## config.mk

```make
export PLATFORM = sky130hd
export DESIGN_NAME = lcm_with_overflow_check
export DESIGN_NICKNAME = d
export VERILOG_FILES = /design/src/rtl/lcm_pkg.sv /design/src/rtl/lcm_dp.sv /design/src/rtl/lcm_ctrl.sv /design/src/rtl/lcm_with_overflow_check.sv
export SDC_FILE = /design/constraint.sdc
export NUM_CORES = 2
export LEC_CHECK = 0
export ABC_CLOCK_PERIOD_IN_PS = 12140
export BUFFER_PORTS_ARGS = -buffer_cell sky130_fd_sc_hd__buf_2
export CAP_MARGIN = 10
export CORE_MARGIN = 4
export CORE_UTILIZATION = 32
export CTS_BUF_LIST = sky130_fd_sc_hd__clkbuf_16
export DETAILED_ROUTE_END_ITERATION = 16
export SYNTH_ARGS = -nofsm -noshare
export SYNTH_HDL_FRONTEND = slang
export SYNTH_SLANG_ARGS = --single-unit
```

## constraint.sdc

```tcl
create_clock -name i_clk -period 12.14 [get_ports i_clk]
set_input_delay 1.821 -clock i_clk [delete_from_list [all_inputs] [get_ports i_clk]]
set_output_delay 1.821 -clock i_clk [all_outputs]
set_load 0.02 [all_outputs]
```

## src/rtl/lcm_pkg.sv

```systemverilog
package lcm_pkg;

    localparam int DATA_WIDTH = 32;
    // magnitude bits of a positive operand
    localparam int MAG_WIDTH  = DATA_WIDTH - 1;
    localparam int PROD_WIDTH = 2 * MAG_WIDTH;
    localparam int CNT_WIDTH  = $clog2(MAG_WIDTH + 1);

    typedef struct packed {
        logic load;
        logic gcd_step;
        logic div_start;
        logic div_step;
        logic mul;
        logic wr;
    } t_cmd;

    typedef struct packed {
        logic bad;
        logic gcd_done;
        logic div_done;
    } t_sts;

endpackage

```

## src/rtl/lcm_dp.sv

```systemverilog
module lcm_dp (
    input  logic                               i_clk,
    input  lcm_pkg::t_cmd                      i_cmd,
    input  logic [lcm_pkg::DATA_WIDTH-1:0]     i_first_value,
    input  logic [lcm_pkg::DATA_WIDTH-1:0]     i_second_value,
    output lcm_pkg::t_sts                      o_sts,
    output logic [lcm_pkg::MAG_WIDTH-1:0]      o_lcm_value,
    output logic                               o_error
);

    localparam int MW = lcm_pkg::MAG_WIDTH;
    localparam int DW = lcm_pkg::DATA_WIDTH;
    localparam int PW = lcm_pkg::PROD_WIDTH;
    localparam int CW = lcm_pkg::CNT_WIDTH;

    logic [MW-1:0] r_x, r_a, r_b, r_bq, r_quo, r_rem, r_lcm;
    logic [MW-1:0] n_a, n_b, n_bq, n_quo, n_rem;
    logic [PW-1:0] r_prod;
    logic [CW-1:0] r_cnt;
    logic          r_bad, r_err, n_bad, ovf;
    logic [MW:0]   rem_sh, diff;
    logic [MW-1:0] a_sub_b, b_sub_a;

    assign n_bad = (i_first_value == '0) || i_first_value[DW-1] ||
                   (i_second_value == '0) || i_second_value[DW-1];

    assign a_sub_b = r_a - r_b;
    assign b_sub_a = r_b - r_a;

    // binary gcd step; common factors of two are stripped from the dividend too
    always_comb begin
        n_a  = r_a;
        n_b  = r_b;
        n_bq = r_bq;
        priority if (!r_a[0] && !r_b[0]) begin
            n_a  = r_a >> 1;
            n_b  = r_b >> 1;
            n_bq = r_bq >> 1;
        end else if (!r_a[0]) begin
            n_a = r_a >> 1;
        end else if (!r_b[0]) begin
            n_b = r_b >> 1;
        end else if (r_a > r_b) begin
            n_a = a_sub_b >> 1;
        end else begin
            n_b = b_sub_a >> 1;
        end
    end

    // restoring division, one quotient bit per cycle
    assign rem_sh = {r_rem, r_quo[MW-1]};
    assign diff   = rem_sh - {1'b0, r_a};

    always_comb begin
        if (diff[MW]) begin
            n_rem = rem_sh[MW-1:0];
            n_quo = {r_quo[MW-2:0], 1'b0};
        end else begin
            n_rem = diff[MW-1:0];
            n_quo = {r_quo[MW-2:0], 1'b1};
        end
    end

    assign ovf = |r_prod[PW-1:MW];

    always_ff @(posedge i_clk) begin
        if (i_cmd.load) begin
            r_x   <= i_first_value[MW-1:0];
            r_a   <= i_first_value[MW-1:0];
            r_b   <= i_second_value[MW-1:0];
            r_bq  <= i_second_value[MW-1:0];
            r_bad <= n_bad;
        end
        if (i_cmd.gcd_step) begin
            r_a  <= n_a;
            r_b  <= n_b;
            r_bq <= n_bq;
        end
        if (i_cmd.div_start) begin
            r_rem <= '0;
            r_quo <= r_bq;
            r_cnt <= CW'(MW);
        end
        if (i_cmd.div_step) begin
            r_rem <= n_rem;
            r_quo <= n_quo;
            r_cnt <= r_cnt - 1'b1;
        end
        if (i_cmd.mul) begin
            r_prod <= PW'(r_x) * PW'(r_quo);
        end
        if (i_cmd.wr) begin
            r_err <= r_bad || ovf;
            r_lcm <= (r_bad || ovf) ? '0 : r_prod[MW-1:0];
        end
    end

    assign o_sts.bad      = r_bad;
    assign o_sts.gcd_done = (r_a == r_b);
    assign o_sts.div_done = (r_cnt == '0);
    assign o_lcm_value    = r_lcm;
    assign o_error        = r_err;

endmodule

```

## src/rtl/lcm_ctrl.sv

```systemverilog
module lcm_ctrl (
    input  logic          i_clk,
    input  logic          i_rst_n,
    input  logic          i_in_valid,
    output logic          o_in_stall,
    output logic          o_out_valid,
    input  logic          i_out_stall,
    input  lcm_pkg::t_sts i_sts,
    output lcm_pkg::t_cmd o_cmd
);

    localparam logic [2:0] S_IDLE = 3'd0;
    localparam logic [2:0] S_GCD  = 3'd1;
    localparam logic [2:0] S_DIV  = 3'd2;
    localparam logic [2:0] S_MUL  = 3'd3;
    localparam logic [2:0] S_WR   = 3'd4;

    logic [2:0] r_state, n_state;
    logic       r_out_valid, n_out_valid;
    logic       out_free;

    assign out_free   = !r_out_valid || !i_out_stall;
    assign o_in_stall = (r_state != S_IDLE);

    always_comb begin
        n_state     = r_state;
        o_cmd       = '0;
        n_out_valid = r_out_valid && i_out_stall;
        unique case (r_state)
            S_IDLE: begin
                if (i_in_valid) begin
                    o_cmd.load = 1'b1;
                    n_state    = S_GCD;
                end
            end
            S_GCD: begin
                // bad operands skip straight to the result write
                priority if (i_sts.bad) begin
                    n_state = S_WR;
                end else if (i_sts.gcd_done) begin
                    o_cmd.div_start = 1'b1;
                    n_state         = S_DIV;
                end else begin
                    o_cmd.gcd_step = 1'b1;
                end
            end
            S_DIV: begin
                if (i_sts.div_done) begin
                    n_state = S_MUL;
                end else begin
                    o_cmd.div_step = 1'b1;
                end
            end
            S_MUL: begin
                o_cmd.mul = 1'b1;
                n_state   = S_WR;
            end
            S_WR: begin
                if (out_free) begin
                    o_cmd.wr    = 1'b1;
                    n_out_valid = 1'b1;
                    n_state     = S_IDLE;
                end
            end
            default: n_state = S_IDLE;
        endcase
    end

    always_ff @(posedge i_clk) begin
        if (!i_rst_n) begin
            r_state     <= S_IDLE;
            r_out_valid <= 1'b0;
        end else begin
            r_state     <= n_state;
            r_out_valid <= n_out_valid;
        end
    end

    assign o_out_valid = r_out_valid;

endmodule

```

## src/rtl/lcm_with_overflow_check.sv

```systemverilog
// Sequence: a non-positive operand goes from load straight to the write; otherwise the steps are:
//   load, binary gcd (shift/subtract steps), bit-serial division, multiply, write.
// Throughput: one word at a time; the next word is taken once the result is in the output register.
// The gcd loop and the one-bit-per-cycle divider take most of the time per word.
// Reset (synchronous, active low) returns the controller to idle and drops o_out_valid.
module lcm_with_overflow_check (
    input  logic                               i_clk,
    input  logic                               i_rst_n,
    input  logic                               i_in_valid,
    output logic                               o_in_stall,
    input  logic [lcm_pkg::DATA_WIDTH-1:0]     i_first_value,
    input  logic [lcm_pkg::DATA_WIDTH-1:0]     i_second_value,
    output logic                               o_out_valid,
    input  logic                               i_out_stall,
    output logic [lcm_pkg::MAG_WIDTH-1:0]      o_lcm_value,
    output logic                               o_error
);

    lcm_pkg::t_cmd cmd;
    lcm_pkg::t_sts sts;

    lcm_ctrl u_ctrl (
        .i_clk       (i_clk),
        .i_rst_n     (i_rst_n),
        .i_in_valid  (i_in_valid),
        .o_in_stall  (o_in_stall),
        .o_out_valid (o_out_valid),
        .i_out_stall (i_out_stall),
        .i_sts       (sts),
        .o_cmd       (cmd)
    );

    lcm_dp u_dp (
        .i_clk          (i_clk),
        .i_cmd          (cmd),
        .i_first_value  (i_first_value),
        .i_second_value (i_second_value),
        .o_sts          (sts),
        .o_lcm_value    (o_lcm_value),
        .o_error        (o_error)
    );

endmodule

```

==> impl_metrics.py <==
metrics = {
    "cts": {
        "cts_root_buffer": "clkbuf_16",
        "worstSkewPairLatency_ns": 0.59,
        "cts_hold_buf": 0,
        "cts_setup_buffers": 0,
        "tritoncts": "yes",
        "postCtsResizedCells": 0,
        "cts.reportedPaths.clkPinSlew_ns": 0.06,
        "clock_path_buffers": 3,
        "clock_sinks": 290,
        "cts_made_buffers": 37,
        "htree_num_levels": 2,
    },
    "synth": {
        "yosys.area_share.simple_pct": 17.1,
        "synth.avg_cell_area_um2": 9.40,
        "syn_area_mm2": 0.0476,
        "synthDistinctLibCells": 84,
        "synth_top_family_by_area": "adder cells",
        "yosys-mux-area-fraction_pct": 0.552,
        "synth_compound_area_share_pct": 7.89,
        "yosys.area_share.adder_pct": 44.5,
        "synth_fp_nets": 6322,
        "synth_edf_count": 286,
        "synth_warnings": 0,
        "synth_seq_cells": 290,
        "syn-instance-count": 5065,
        "synth_xor_area_share_pct": 2.54,
        "synth-async-reset-ratio_pct": 0,
        "ys_dominant_reg_cell": "edfxtp_1",
        "ys_seq_area_share_pct": 18.2,
    },
    "flow_run": {
        "max_cap_viol_count": 0,
    },
    "critical_path": {
        "crit_top_cell": "fa_1",
        "r2r_slack_ns": 3.79,
        "r2r-end": "u_dp.r_prod[60]",
        "worstPathRequired_ns": 12.60,
        "max_stage_delay_ns": 0.75,
        "worst_path_max_delay_cell": "edfxtp_1",
        "r2r-start": "u_dp.r_x[16]",
        "critPathLaunch": "u_dp.r_x[16]",
        "reg2reg_depth": 25,
        "cp.depth": 25,
        "crit_fanout": 18,
        "cp_top_family": "adder cells",
        "cp-end-kind": "flip-flop",
        "critPathLaunchType": "flip-flop",
        "cp.arrival_ns": 8.81,
        "crit_type": "reg2reg",
        "crit_buf_inv": 5,
    },
    "drt": {
        "drt_iter0_drc": 2963,
        "dr.pass1.iters": 5,
        "drc": 0,
        "routed_wl_um": 143000,
        "wl_per_cell_um": 20.6,
        "drt.antenna.violating_nets": 0,
        "via_per_inst": 5.07,
        "route.vias.total": 35400,
    },
    "grt": {
        "grt_util_all_layers_pct": 18.4,
        "grt_pass1_vias": 37300,
        "grt_pass1_wl_um": 223000,
        "grt_max_degree": 68,
        "antenna_found_initial": 16,
        "grt_overflow_total": 0,
    },
    "run_status": {
        "status": "finished, final reports clean",
    },
    "timing": {
        "setup_violations": 0,
        "tightest_slew_ns": 1.06,
        "drv_slew": 0,
        "fin_skew_ns": 0.0136,
        "period_needed_ns": 8.35,
        "fin_crit_sh_pct": 68.8,
        "hold_viol": 0,
        "setup_tns_ns": 0,
        "rsz0062_at_grt": "no",
        "fmax_mhz": 120,
        "holdWs_ns": 0.517,
        "relSlewSlack_pct": 29.1,
    },
    "layout": {
        "final_common_cell": "inv_1",
        "layout_common_cells": "inv_1, fa_1, nand2_1, and2_1, ha_1",
        "syn_to_final_growth_pct": 7.92,
        "fillers": 15200,
        "instances_no_fill": 6971,
        "fin_util_pct": 34.8,
        "drive_gt1_share_pct": 5.58,
        "final_nets": 6263,
    },
    "worst_hold_path": {
        "worstHoldStart": "u_dp.r_prod[26]",
        "min_to": "u_dp.o_lcm_value[26]",
        "hold_class": "reg2reg",
        "holdPathStages": 1,
    },
    "die": {
        "std_cell_rows": 141,
        "start_util_pct": 32.2,
        "die_w_um": 394,
        "core_area_mm2": 0.148,
        "io_pins": 102,
        "die-height_um": 394,
        "dieArea_mm2": 0.155,
    },
    "place": {
        "hpwl_um": 110000,
        "gp_congestion": 0.900,
        "placedCellCount": 6896,
        "port_buffers": 101,
    },
}
## state kept, by name (all words and copies together) (netlist names)
signal              cells
u_dp.r_bq              31
u_dp.r_cnt              5
u_ctrl.r_state          3
u_ctrl.o_out_valid      1
u_dp.r_rem             31
u_dp.r_a               31
u_dp.r_quo             31
u_dp.r_bad              1
u_dp.o_error            1
u_dp.o_lcm_value       31
u_dp.r_prod            62
u_dp.r_x               31
u_dp.r_b               31
## worst max path at each step
stage / to / slack [ns]
after detailed placement: u_dp.r_prod[57] / 3.83
final: u_dp.r_prod[60] / 3.79
after CTS: u_dp.r_prod[57] / 3.81
after global placement: u_dp.r_prod[55] / 3.99
after global routing: u_dp.r_prod[58] / 3.51
after floorplan: u_dp.r_prod[60] / 4.78
## routing by layer
metal,global-route usage (%),share of wire (%)
met5,0,0
met4,5.25,2.9
met3,3.56,7.9
met2,29.3,45
met1,25.6,44
## Yosys cell counts, drive strengths merged (4+ instances only)
library cell / number / area share, %
inv: 878 / 6.9
fa: 840 / 35
nand2: 770 / 6.1
and2: 520 / 6.8
ha: 349 / 9.2
edfxtp: 286 / 18
clkbuf: 247 / 1.9
nor2: 184 / 1.5
a21oi: 178 / 1.9
o21ai: 123 / 1.3
xnor2: 96 / 1.8
a21o: 76 / 1.2
xor2: 42 / 0.77
nor3: 34 / 0.37
buf: 32 / 0.42
a221oi: 31 / 0.58
nand3: 31 / 0.34
nand4: 29 / 0.38
nor4: 27 / 0.35
nor2b: 26 / 0.34
mux2i: 24 / 0.50
a31oi: 22 / 0.29
nand2b: 22 / 0.29
o21bai: 22 / 0.35
a211oi: 19 / 0.32
and3: 18 / 0.24
a22oi: 17 / 0.27
o21a: 13 / 0.20
a21boi: 10 / 0.16
o211ai: 10 / 0.17
o31ai: 10 / 0.17
a31o: 6 / 0.11
a41oi: 6 / 0.11
and4: 5 / 0.092
o22ai: 5 / 0.066
o31a: 5 / 0.092
a2111oi: 4 / 0.089
dfxtp: 4 / 0.17
o221ai: 4 / 0.074
or3: 4 / 0.053
## metrics by stage
| stage | area, um^2 | setup WS (ns) |
|---|---|---|
| finish | 51400 | 3.79 |
| global route | 51400 | 3.51 |
| CTS | 51400 | 3.81 |
| detailed placement | 50100 | 3.83 |
| global placement | 50100 | 3.99 |
| floorplan | 47600 | 4.78 |
## kinds of logic (layout without fill, tap and decap cells)
family / count (synthesis) / count (layout)
buffers and inverters: 1157 / 1126
other: 0 / 7
AOI/OAI and AO/OA: 581 / 581
xor gates and xnor gates: 138 / 138
and+or+nand+nor: 1684 / 1684
muxes: 26 / 26
DFF: 290 / 290
adders and majority gates: 1189 / 1189
## area by class of cell
type	count	area, um^2	area share (%)
timing repair buffer	181	1110	2.17
tap	1930	2410	4.70
clock inverter	29	334	0.650
multi-input combinational	3618	34600	67.3
inverter	878	3300	6.41
clock buffer	38	951	1.85
sequential	290	8670	16.9
antenna	7	17.5	0.0341
## worst register-to-register path, stage by stage, from the launching register on
cell,delay (ns)
edfxtp_1,0.75
buf_4,0.36
and2_1,0.19
fa_1,0.44
fa_1,0.57
inv_1,0.07
fa_1,0.45
fa_1,0.55
inv_1,0.05
fa_1,0.57
fa_1,0.44
fa_1,0.50
inv_1,0.05
fa_1,0.48
inv_1,0.04
ha_1,0.36
a21oi_1,0.15
o21ai_0,0.20
a2111oi_2,0.45
nor3b_2,0.11
nand3_1,0.12
a21oi_2,0.11
a211oi_2,0.44
o211ai_2,0.19
or4b_1,0.49
nand3_1,0.10
Power is not shown: default switching activity piles up to over one toggle a cycle in this logic, so the estimate is an artifact.
